**src/rtl/gbnws_pkg.sv**
```systemverilog
`timescale 1ns / 1ps
`default_nettype none

package gbnws_pkg;

    // Window and retry limits; MAX_WINDOW must be a power of two (slot = low bits of seq)
    localparam int MAX_WINDOW  = 32;
    localparam int MAX_RETRY   = 5;
    localparam int SLOT_W      = $clog2(MAX_WINDOW);
    localparam int QUEUE_DEPTH = 2;

    // Field widths
    localparam int SEQ_W     = 16;
    localparam int WIN_W     = 6;
    localparam int RETRY_W   = 3;
    localparam int ACK_W     = 17;
    localparam int REQ_W     = 2;
    localparam int CFG_IDX_W = 2;
    localparam int CFG_W     = 16;

    // Stream packing
    localparam int IN_TDATA_W   = ((ACK_W + 7) / 8) * 8;
    localparam int OUT_FIELDS_W = 2 * SEQ_W + WIN_W + RETRY_W;
    localparam int OUT_TDATA_W  = ((OUT_FIELDS_W + 7) / 8) * 8;
    localparam int OUT_PAD_W    = OUT_TDATA_W - OUT_FIELDS_W;

    // Reset values of the configuration registers
    localparam logic [WIN_W-1:0]   WINDOW_LIMIT_RESET = WIN_W'(8);
    localparam logic [SEQ_W-1:0]   TOTAL_SEG_RESET    = SEQ_W'(1);
    localparam logic [RETRY_W-1:0] RETRY_SAT          = '1;

    // Request codes on the input tuser
    localparam logic [REQ_W-1:0] REQ_SEND = 2'd0;
    localparam logic [REQ_W-1:0] REQ_ACK  = 2'd1;

    // Configuration register indexes
    localparam logic [CFG_IDX_W-1:0] CFG_WINDOW_LIMIT   = 2'd0;
    localparam logic [CFG_IDX_W-1:0] CFG_TOTAL_SEGMENTS = 2'd1;

    typedef enum logic [1:0] {
        OP_SEND,
        OP_ACK,
        OP_TIMEOUT
    } op_t;

    typedef enum logic [1:0] {
        KIND_SEND  = 2'd0,
        KIND_ABORT = 2'd1,
        KIND_ACK   = 2'd2,
        KIND_FIN   = 2'd3
    } kind_t;

    typedef enum logic [2:0] {
        B_IDLE,
        B_DECODE,
        B_SCAN,
        B_SEND,
        B_ABORT,
        B_CLEAR,
        B_ACKOUT,
        B_FIN
    } back_state_t;

    // Classified command passed from front to back
    typedef struct packed {
        op_t              op;
        logic             ack_ok;    // ack with a non-negative sequence number
        logic [ACK_W-1:0] ack_next;  // acked number plus one
    } cmd_t;

    typedef struct packed {
        kind_t              kind;
        logic [SEQ_W-1:0]   seq_num;
        logic [SEQ_W-1:0]   window_base;
        logic [WIN_W-1:0]   window_used;
        logic [RETRY_W-1:0] retry_count;
        logic               last;
    } result_t;

endpackage

`default_nettype wire

```
**src/rtl/go_back_n_window_sender.sv**
```systemverilog
`timescale 1ns / 1ps
`default_nettype none
// Flow: each request is popped from the queue and decoded; a send round of w segments
//   runs w retry checks first, then w sends, one per cycle on the single retry-counter
//   port while the result output is not stalled; an ack that advances the base clears
//   k = min(advance,32) retry slots before its ack result, and a trailing fin may follow.
// Results are registered, and each result stall holds the sequencer.
// Reset: base, abort flag and all retry counters clear at once; window_limit 8, total 1.

module go_back_n_window_sender
    import gbnws_pkg::*;
(
    input  wire logic                   clk,
    input  wire logic                   rst_n,
    // configuration write channel
    input  wire logic                   cfg_valid,
    output logic                        cfg_ready,
    input  wire logic [CFG_IDX_W-1:0]   cfg_index,
    input  wire logic [CFG_W-1:0]       cfg_data,
    // request stream
    input  wire logic                   s_axis_tvalid,
    output logic                        s_axis_tready,
    input  wire logic [IN_TDATA_W-1:0]  s_axis_tdata,  // [16:0] ack_seq, rest zero
    input  wire logic [REQ_W-1:0]       s_axis_tuser,  // [1:0] req_type
    // result stream
    output logic                        m_axis_tvalid,
    input  wire logic                   m_axis_tready,
    output logic [OUT_TDATA_W-1:0]      m_axis_tdata,  // [15:0] seq_num, [31:16] window_base,
                                                       // [37:32] window_used,
                                                       // [40:38] retry_count, rest zero
    output logic [1:0]                  m_axis_tuser,  // [1:0] kind
    output logic                        m_axis_tlast   // final result of a request
);

    logic    q_ready;
    logic    q_push;
    cmd_t    push_cmd;
    logic    q_valid;
    logic    q_pop;
    cmd_t    head_cmd;
    result_t res;

    // Front: classify each request transfer and push it into the command queue
    gbnws_front u_front (
        .in_valid (s_axis_tvalid),
        .in_ready (s_axis_tready),
        .in_req   (s_axis_tuser),
        .in_ack   (s_axis_tdata[ACK_W-1:0]),
        .q_ready  (q_ready),
        .q_push   (q_push),
        .q_cmd    (push_cmd)
    );

    // Short queue: lets requests land while the sequencer is still emitting
    gbnws_queue u_queue (
        .clk   (clk),
        .rst_n (rst_n),
        .push  (q_push),
        .din   (push_cmd),
        .ready (q_ready),
        .pop   (q_pop),
        .valid (q_valid),
        .dout  (head_cmd)
    );

    // Back: window state, retry counters and the result sequencer
    gbnws_back u_back (
        .clk       (clk),
        .rst_n     (rst_n),
        .cfg_valid (cfg_valid),
        .cfg_ready (cfg_ready),
        .cfg_index (cfg_index),
        .cfg_data  (cfg_data),
        .q_valid   (q_valid),
        .q_cmd     (head_cmd),
        .q_pop     (q_pop),
        .out_valid (m_axis_tvalid),
        .out_ready (m_axis_tready),
        .out_res   (res)
    );

    // Pack the result fields, lowest field first, zero fill to whole bytes
    assign m_axis_tdata = {{OUT_PAD_W{1'b0}}, res.retry_count, res.window_used,
                           res.window_base, res.seq_num};
    assign m_axis_tuser = res.kind;
    assign m_axis_tlast = res.last;

endmodule

`default_nettype wire

```
**src/rtl/gbnws_front.sv**
```systemverilog
`timescale 1ns / 1ps
`default_nettype none

module gbnws_front
    import gbnws_pkg::*;
(
    input  wire logic             in_valid,
    output logic                  in_ready,
    input  wire logic [REQ_W-1:0] in_req,
    input  wire logic [ACK_W-1:0] in_ack,
    input  wire logic             q_ready,
    output logic                  q_push,
    output cmd_t                  q_cmd
);

    assign in_ready = q_ready;
    assign q_push   = in_valid && q_ready;

    always_comb
    begin
        unique case (in_req)
            REQ_SEND: q_cmd.op = OP_SEND;
            REQ_ACK:  q_cmd.op = OP_ACK;
            default:  q_cmd.op = OP_TIMEOUT;
        endcase
        // negative ack leaves the base alone
        q_cmd.ack_ok   = (in_req == REQ_ACK) && !in_ack[ACK_W-1];
        q_cmd.ack_next = {1'b0, in_ack[ACK_W-2:0]} + ACK_W'(1);
    end

endmodule

`default_nettype wire

```
**src/rtl/gbnws_queue.sv**
```systemverilog
`timescale 1ns / 1ps
`default_nettype none

module gbnws_queue
    import gbnws_pkg::*;
(
    input  wire logic clk,
    input  wire logic rst_n,
    input  wire logic push,
    input  wire cmd_t din,
    output logic      ready,
    input  wire logic pop,
    output logic      valid,
    output cmd_t      dout
);

    localparam int PTR_W = (QUEUE_DEPTH > 1) ? $clog2(QUEUE_DEPTH) : 1;
    localparam int CNT_W = $clog2(QUEUE_DEPTH + 1);

    cmd_t             entry_reg [QUEUE_DEPTH];
    logic [PTR_W-1:0] wr_ptr_reg, wr_ptr_next;
    logic [PTR_W-1:0] rd_ptr_reg, rd_ptr_next;
    logic [CNT_W-1:0] count_reg, count_next;
    logic             do_push, do_pop;

    assign ready   = (count_reg != CNT_W'(QUEUE_DEPTH));
    assign valid   = (count_reg != '0);
    assign dout    = entry_reg[rd_ptr_reg];
    assign do_push = push && ready;
    assign do_pop  = pop && valid;

    always_comb
    begin
        wr_ptr_next = wr_ptr_reg;
        rd_ptr_next = rd_ptr_reg;
        count_next  = count_reg;
        if (do_push)
        begin
            wr_ptr_next = (wr_ptr_reg == PTR_W'(QUEUE_DEPTH - 1)) ? '0 : wr_ptr_reg + PTR_W'(1);
        end
        if (do_pop)
        begin
            rd_ptr_next = (rd_ptr_reg == PTR_W'(QUEUE_DEPTH - 1)) ? '0 : rd_ptr_reg + PTR_W'(1);
        end
        if (do_push && !do_pop)
        begin
            count_next = count_reg + CNT_W'(1);
        end
        else if (do_pop && !do_push)
        begin
            count_next = count_reg - CNT_W'(1);
        end
    end

    always_ff @(posedge clk or negedge rst_n)
    begin
        if (!rst_n)
        begin
            wr_ptr_reg <= '0;
            rd_ptr_reg <= '0;
            count_reg  <= '0;
        end
        else
        begin
            wr_ptr_reg <= wr_ptr_next;
            rd_ptr_reg <= rd_ptr_next;
            count_reg  <= count_next;
        end
    end

    always_ff @(posedge clk)
    begin
        if (do_push)
        begin
            entry_reg[wr_ptr_reg] <= din;
        end
    end

endmodule

`default_nettype wire

```
**src/rtl/gbnws_back.sv**
```systemverilog
`timescale 1ns / 1ps
`default_nettype none

module gbnws_back
    import gbnws_pkg::*;
(
    input  wire logic                 clk,
    input  wire logic                 rst_n,
    input  wire logic                 cfg_valid,
    output logic                      cfg_ready,
    input  wire logic [CFG_IDX_W-1:0] cfg_index,
    input  wire logic [CFG_W-1:0]     cfg_data,
    input  wire logic                 q_valid,
    input  wire cmd_t                 q_cmd,
    output logic                      q_pop,
    output logic                      out_valid,
    input  wire logic                 out_ready,
    output result_t                   out_res
);

    back_state_t        state_reg, state_next;
    logic [WIN_W-1:0]   limit_reg;
    logic [SEQ_W-1:0]   total_reg;
    logic [SEQ_W-1:0]   base_reg, base_next;
    logic               aborted_reg, aborted_next;
    logic [RETRY_W-1:0] cnt_reg [MAX_WINDOW];
    cmd_t               cmd_reg, cmd_next;
    logic [SLOT_W-1:0]  idx_reg, idx_next;
    logic [WIN_W-1:0]   w_reg, w_next;
    logic [SEQ_W-1:0]   nb_reg, nb_next;
    logic [SEQ_W-1:0]   ab_seq_reg, ab_seq_next;
    logic [WIN_W-1:0]   ab_used_reg, ab_used_next;
    logic [RETRY_W-1:0] ab_cnt_reg, ab_cnt_next;
    logic               out_valid_reg;
    result_t            out_res_reg, res_next;
    logic               out_load, out_free;
    logic               cnt_we;
    logic [RETRY_W-1:0] cnt_wdata;

    logic [WIN_W-1:0]   lim_eff;
    logic [SEQ_W-1:0]   remaining;
    logic               none_left;
    logic [WIN_W-1:0]   eff_win;
    logic [SEQ_W-1:0]   cur_seq;
    logic [SLOT_W-1:0]  cur_slot;
    logic [RETRY_W-1:0] cur_cnt;
    logic               idx_last;
    logic [ACK_W-1:0]   nb_cand;
    logic [SEQ_W-1:0]   adv;

    assign cfg_ready = 1'b1;
    assign out_valid = out_valid_reg;
    assign out_res   = out_res_reg;
    assign out_free  = !out_valid_reg || out_ready;

    // Effective window from the current base
    always_comb
    begin
        if (limit_reg == '0)
        begin
            lim_eff = WIN_W'(1);
        end
        else if (limit_reg > WIN_W'(MAX_WINDOW))
        begin
            lim_eff = WIN_W'(MAX_WINDOW);
        end
        else
        begin
            lim_eff = limit_reg;
        end
        none_left = !(total_reg > base_reg);
        remaining = none_left ? '0 : total_reg - base_reg;
        eff_win   = (SEQ_W'(lim_eff) < remaining) ? lim_eff : remaining[WIN_W-1:0];
    end

    assign cur_seq  = base_reg + SEQ_W'(idx_reg);
    assign cur_slot = cur_seq[SLOT_W-1:0];
    assign cur_cnt  = cnt_reg[cur_slot];
    assign idx_last = (WIN_W'(idx_reg) == w_reg - WIN_W'(1));

    // New base after an ack, held within the transfer
    assign nb_cand = (cmd_reg.ack_next > {1'b0, total_reg}) ? {1'b0, total_reg}
                                                            : cmd_reg.ack_next;
    assign adv     = nb_cand[SEQ_W-1:0] - base_reg;

    always_comb
    begin
        state_next   = state_reg;
        base_next    = base_reg;
        aborted_next = aborted_reg;
        cmd_next     = cmd_reg;
        idx_next     = idx_reg;
        w_next       = w_reg;
        nb_next      = nb_reg;
        ab_seq_next  = ab_seq_reg;
        ab_used_next = ab_used_reg;
        ab_cnt_next  = ab_cnt_reg;
        q_pop        = 1'b0;
        out_load     = 1'b0;
        cnt_we       = 1'b0;
        cnt_wdata    = '0;
        res_next     = '{kind: KIND_FIN, seq_num: '0, window_base: base_reg,
                         window_used: '0, retry_count: '0, last: 1'b1};

        unique case (state_reg)
            B_IDLE:
            begin
                idx_next = '0;
                if (q_valid)
                begin
                    q_pop      = 1'b1;
                    cmd_next   = q_cmd;
                    state_next = B_DECODE;
                end
            end

            B_DECODE:
            begin
                if (aborted_reg)
                begin
                    ab_seq_next  = base_reg;
                    ab_used_next = eff_win;
                    ab_cnt_next  = cur_cnt;
                    state_next   = B_ABORT;
                end
                else if (cmd_reg.op == OP_SEND)
                begin
                    w_next     = eff_win;
                    state_next = (eff_win == '0) ? B_FIN : B_SCAN;
                end
                else if (cmd_reg.ack_ok && (nb_cand > {1'b0, base_reg}))
                begin
                    nb_next    = nb_cand[SEQ_W-1:0];
                    w_next     = (adv > SEQ_W'(MAX_WINDOW)) ? WIN_W'(MAX_WINDOW)
                                                            : adv[WIN_W-1:0];
                    state_next = B_CLEAR;
                end
                else
                begin
                    state_next = B_ACKOUT;
                end
            end

            B_SCAN:
            begin
                if (cur_cnt > RETRY_W'(MAX_RETRY))
                begin
                    ab_seq_next  = cur_seq;
                    ab_used_next = w_reg;
                    ab_cnt_next  = cur_cnt;
                    idx_next     = '0;
                    state_next   = B_ABORT;
                end
                else if (idx_last)
                begin
                    idx_next   = '0;
                    state_next = B_SEND;
                end
                else
                begin
                    idx_next = idx_reg + SLOT_W'(1);
                end
            end

            B_SEND:
            begin
                if (out_free)
                begin
                    out_load = 1'b1;
                    res_next = '{kind: KIND_SEND, seq_num: cur_seq, window_base: base_reg,
                                 window_used: w_reg, retry_count: cur_cnt, last: idx_last};
                    cnt_we    = (cur_cnt != RETRY_SAT);
                    cnt_wdata = cur_cnt + RETRY_W'(1);
                    if (idx_last)
                    begin
                        idx_next   = '0;
                        state_next = B_IDLE;
                    end
                    else
                    begin
                        idx_next = idx_reg + SLOT_W'(1);
                    end
                end
            end

            B_ABORT:
            begin
                if (out_free)
                begin
                    out_load     = 1'b1;
                    res_next     = '{kind: KIND_ABORT, seq_num: ab_seq_reg,
                                     window_base: base_reg, window_used: ab_used_reg,
                                     retry_count: ab_cnt_reg, last: 1'b1};
                    aborted_next = 1'b1;
                    state_next   = B_IDLE;
                end
            end

            B_CLEAR:
            begin
                cnt_we    = 1'b1;
                cnt_wdata = '0;
                if (idx_last)
                begin
                    idx_next   = '0;
                    base_next  = nb_reg;
                    state_next = B_ACKOUT;
                end
                else
                begin
                    idx_next = idx_reg + SLOT_W'(1);
                end
            end

            B_ACKOUT:
            begin
                if (out_free)
                begin
                    out_load   = 1'b1;
                    res_next   = '{kind: KIND_ACK, seq_num: '0, window_base: base_reg,
                                   window_used: eff_win, retry_count: '0,
                                   last: !none_left};
                    state_next = none_left ? B_FIN : B_IDLE;
                end
            end

            B_FIN:
            begin
                if (out_free)
                begin
                    out_load   = 1'b1;
                    state_next = B_IDLE;
                end
            end

            default:
            begin
                state_next = B_IDLE;
            end
        endcase
    end

    always_ff @(posedge clk or negedge rst_n)
    begin
        if (!rst_n)
        begin
            state_reg     <= B_IDLE;
            limit_reg     <= WINDOW_LIMIT_RESET;
            total_reg     <= TOTAL_SEG_RESET;
            base_reg      <= '0;
            aborted_reg   <= 1'b0;
            idx_reg       <= '0;
            out_valid_reg <= 1'b0;
            for (int i = 0; i < MAX_WINDOW; i++)
            begin
                cnt_reg[i] <= '0;
            end
        end
        else
        begin
            state_reg   <= state_next;
            base_reg    <= base_next;
            aborted_reg <= aborted_next;
            idx_reg     <= idx_next;
            if (out_load)
            begin
                out_valid_reg <= 1'b1;
            end
            else if (out_ready)
            begin
                out_valid_reg <= 1'b0;
            end
            if (cnt_we)
            begin
                cnt_reg[cur_slot] <= cnt_wdata;
            end
            if (cfg_valid && cfg_ready)
            begin
                unique case (cfg_index)
                    CFG_WINDOW_LIMIT:   limit_reg <= cfg_data[WIN_W-1:0];
                    CFG_TOTAL_SEGMENTS: total_reg <= cfg_data[SEQ_W-1:0];
                    default:            ;
                endcase
            end
        end
    end

    always_ff @(posedge clk)
    begin
        cmd_reg     <= cmd_next;
        w_reg       <= w_next;
        nb_reg      <= nb_next;
        ab_seq_reg  <= ab_seq_next;
        ab_used_reg <= ab_used_next;
        ab_cnt_reg  <= ab_cnt_next;
        if (out_load)
        begin
            out_res_reg <= res_next;
        end
    end

    // An abort is sticky until reset
    a_abort_sticky: assert property (@(posedge clk) disable iff (!rst_n)
        aborted_reg |=> aborted_reg)
        else $error("abort flag dropped");

    // A send never runs past the round's window
    a_send_in_window: assert property (@(posedge clk) disable iff (!rst_n)
        (state_reg == B_SEND) |-> (WIN_W'(idx_reg) < w_reg))
        else $error("send index outside window");

    // Clearing only happens ahead of a real base advance
    a_clear_advances: assert property (@(posedge clk) disable iff (!rst_n)
        (state_reg == B_CLEAR) |-> (nb_reg > base_reg))
        else $error("clear pass without base advance");

    // The final result of an item returns the sequencer to idle
    a_last_ends_item: assert property (@(posedge clk) disable iff (!rst_n)
        (out_load && res_next.last) |=> (state_reg == B_IDLE))
        else $error("sequencer busy after final result");

endmodule

`default_nettype wire

```
**config.mk**
```make
export PLATFORM = sky130hd
export DESIGN_NAME = go_back_n_window_sender
export DESIGN_NICKNAME = d
export VERILOG_FILES = /design/src/rtl/gbnws_pkg.sv /design/src/rtl/go_back_n_window_sender.sv /design/src/rtl/gbnws_front.sv /design/src/rtl/gbnws_queue.sv /design/src/rtl/gbnws_back.sv
export SDC_FILE = /design/constraint.sdc
export NUM_CORES = 1
export LEC_CHECK = 0
export BUFFER_PORTS_ARGS = -buffer_cell sky130_fd_sc_hd__buf_2
export CAP_MARGIN = 0
export CORE_MARGIN = 10
export CORE_UTILIZATION = 36
export DETAILED_ROUTE_END_ITERATION = 12
export REMOVE_ABC_BUFFERS = 1
export SKIP_LAST_GASP = 1
export SLEW_MARGIN = 25
export SYNTH_ARGS = -nofsm -noshare
export SYNTH_HDL_FRONTEND = slang
export SYNTH_SLANG_ARGS = --single-unit
```
**constraint.sdc**
```tcl
create_clock -name clk -period 5.75 [get_ports clk]
set_input_delay 0.8625 -clock clk [delete_from_list [all_inputs] [get_ports clk]]
set_output_delay 0.8625 -clock clk [all_outputs]
set_load 0.05 [all_outputs]
```
==> out/metrics.csv <==
stage,metric,value,unit
yosys,synthCells,1366,
setup_path,crit_required,6010,ps
detailed_routing,firstDrtPassIters,5,
cells_and_area,drive_gt1_share,25.73,%
setup_path,worst_setup_path_end_kind,flip-flop,
hold_path,hp-class,in2async,
pwr,p_sw,0.003881,W
detailed_routing,ant_nets,0,
detailed_routing,viasPerCell,5.235,
place,placed_area,0.01727,mm^2
clocking,cts_resized,0,
cells_and_area,final_util,42.07,%
yosys,synth-edff-count,151,
global_routing,antenna_found_initial,2,
sta,fin_crit_sh,90.83,%
clocking,cts_tree,done,
flow_run,max_cap_viol_count,0,
setup_path,crit_start,u_back.base_reg[7],
sta,slew_viol_final,0,
yosys,yosysWarningCount,0,
pwr,power.density,522.0,mW/mm^2
global_routing,grt_max_degree,87,
pwr,fin_total_pwr,0.009668,W
cells_and_area,nets,1594,
place,place_congestion,0.8662,
detailed_routing,num_vias,10978,
die,rows,77,
pwr,p_comb_share,42.2,%
setup_path,path_cells,"inv_1, ha_1, nand2_1, o21ai_0, o21bai_1, a21oi_1, and2_1, inv_1, ha_1, nand4_1, a211oi_1, o32ai_1, a211oi_2, buf_4, mux2i_1, o22ai_1",
clocking,numCtsBuffers,35,
yosys,synth_common_cells,"156 x mux2_2, 151 x edfxtp_1, 146 x dfrtp_1, 110 x nand2_1, 81 x o21ai_0",
sta,tightestPinTransition,932.0,ps
setup_path,crit_family,compound AO/OA/AOI/OAI gates,
clocking,postCtsSetupBuffers,0,
yosys,syn_area_per_cell,11.70,um^2
global_routing,grt_pass1_vias,11059,
clocking,ctsHoldBuffers,0,
cells_and_area,area_growth,15.94,%
global_routing,grt.overflow.total,0,
yosys,ys_types,75,
global_routing,grt_pass1_wl,62150,um
yosys,syn_area,0.01598,mm^2
pwr,p_leak,7.632,nW
global_routing,grtUsageTotal,14.58,%
cells_and_area,largest_reg_flops,96,
pwr,p_clk_share,24.5,%
setup_path,critPathSlowestCell,o21ai_0,
setup_path,reg2reg_from,u_back.base_reg[7],
pwr,pwr-share-seq,33.3,%
place,port_buffers,87,
sta,hold_viol_final,0,
clocking,cts_sinks,299,
setup_path,reg2reg_setup_slack,530,ps
die,die_y,230.7,um
setup_path,r2r-end,u_back.w_reg[3],
yosys,ys.flop_type,edfxtp_1,
place,dp_hpwl,28410,um
yosys,synth_most_common_cell,mux2_2,
yosys,synth-seq-cells,299,
detailed_routing,drc_errors,0,
pwr,swShare,40.14,%
setup_path,cp-start-kind,flip-flop,
setup_path,critPathKind,reg2reg,
die,dieArea,0.05321,mm^2
die,ios,103,
clocking,clkTransAtPathRegs,60,ps
setup_path,path_max_fanout,11,
sta,relSlewSlack,37.68,%
detailed_routing,drt_wl_total,38830,um
clocking,cts_max_level,2,
pwr,ir_drop,0.2216,mV
yosys,synth_area_leaders,"edfxtp_1 28%, dfrtp_1 23%, mux2_2 11%",
sta,post-route-min-period,5223,ps
setup_path,r2r_cells,16,
cells_and_area,fillers,4195,
sta,finalSetupTns,0,ps
setup_path,worstPathArrival,5480,ps
pwr,intPower,0.005787,W
die,die_x,230.7,um
yosys,synth-seq-area-share,51.58,%
detailed_routing,wl_per_cell,18.52,um
clocking,cts-root-buf,clkbuf_16,
clocking,cts_buffer_depth,3,
sta,setup_violations,0,
sta,whs,373.6,ps
die,core_area,0.04403,mm^2
detailed_routing,drt_iter0_drc,776,
cells_and_area,design_area,0.01852,mm^2
sta,max_freq,0.1915,GHz
sta,rsz0062_at_grt,no,
yosys,synth_top_cell_area_share,28.38,%
yosys,async_flop_share,49.50,%
clocking,worstSkewPairLatency,560,ps
setup_path,crit_buf_inv,3,
yosys,yosysTopAreaCell,edfxtp_1,
setup_path,critPathMaxStageDelay,630,ps
run_status,outcome,"finished, final reports clean",
die,start_util,36.29,%
sta,skew,26.32,ps
## placed cells by master, fill, tap and decap left out, drive strengths merged, types with 10 or more instances in the layout
master,n
nand3,35
edfxtp,151
a21oi,59
mux2,156
a21o,15
ha,65
nand4,15
xor2,12
dfrtp,146
mux4,24
nand2b,17
nor2,71
nor4,12
xnor2,47
inv,69
nor2b,24
buf,130
and3,30
clkbuf,47
nand2,110
nor3,21
o21ai,84
mux2i,14
o21a,10
## worst max path at each step
stage	depth (start not counted)	end	slack, ps
after global placement	16	u_back.out_res[8]	720
after floorplan	10	u_back.ab_cnt_reg[0]	710
after global routing	16	u_back.out_res[7]	220
final	16	u_back.w_reg[3]	530
after CTS	16	u_back.w_reg[3]	600
after detailed placement	16	u_back.w_reg[3]	660
## power by group through the flow
stage | logic (W) | clock network (W) | registers [W]
3_3_place_gp | 0.00401 | 0 | 0.00325
4_1_cts | 0.00409 | 0.00244 | 0.00323
3_5_place_dp | 0.00407 | 0 | 0.00327
5_1_grt | 0.00447 | 0.00253 | 0.00329
2_1_floorplan | 0.00245 | 0 | 0.00363
6_report | 0.00408 | 0.00237 | 0.00322
## final cells by class
| type | instances | area [um^2] | area share, % |
|---|---|---|---|
| Multi-Input combinational cell | 945 | 7271 | 39.25 |
| Clock buffer | 47 | 980.9 | 5.296 |
| Tap cell | 592 | 740.7 | 3.999 |
| Clock inverter | 17 | 262.8 | 1.419 |
| Sequential cell | 299 | 8240 | 44.49 |
| Antenna cell | 1 | 2.502 | 0.01351 |
| Timing Repair Buffer | 130 | 777.0 | 4.195 |
| Inverter | 66 | 247.7 | 1.337 |
## per-stage QoR
step / setup WS, ps / std cells
after global placement: 723.8 / 2032
after global routing: 217.6 / 2096
after floorplan: 705.9 / 1310
after CTS: 599.3 / 2096
after detailed placement: 664.2 / 2032
final: 527.3 / 2097
## cells by family after synthesis
| family | after synthesis | synth area share [%] |
|---|---|---|
| other | 2 | 0.04701 |
| buffers and inverters | 128 | 3.320 |
| muxes | 194 | 15.26 |
| and+or+nand+nor | 373 | 11.61 |
| AOI/OAI and AO/OA | 243 | 9.492 |
| xor gates and xnor gates | 59 | 3.234 |
| DFF | 299 | 51.58 |
| adders and majority gates | 68 | 5.466 |
## worst register-to-register path, stage by stage (launching register included)
cell and delay, ps:
dfrtp_1 440, inv_1 160, ha_1 500, nand2_1 110, o21ai_0 630, o21bai_1 190
a21oi_1 510, and2_1 240, inv_1 50, ha_1 280, nand4_1 140, a211oi_1 340
o32ai_1 180, a211oi_2 180, buf_4 210, mux2i_1 570, o22ai_1 190
## layer usage
metal | up-vias | global-route usage (%) | routed length, um
met5 | - | 0 | 0
met4 | 0 | 4.399 | 751
met3 | 47 | 2.637 | 2027
met2 | 249 | 22.52 | 17540
met1 | 5433 | 20.49 | 18510
li1 | 5249 | - | -
Note: power is estimated with default switching activity, not from simulation.
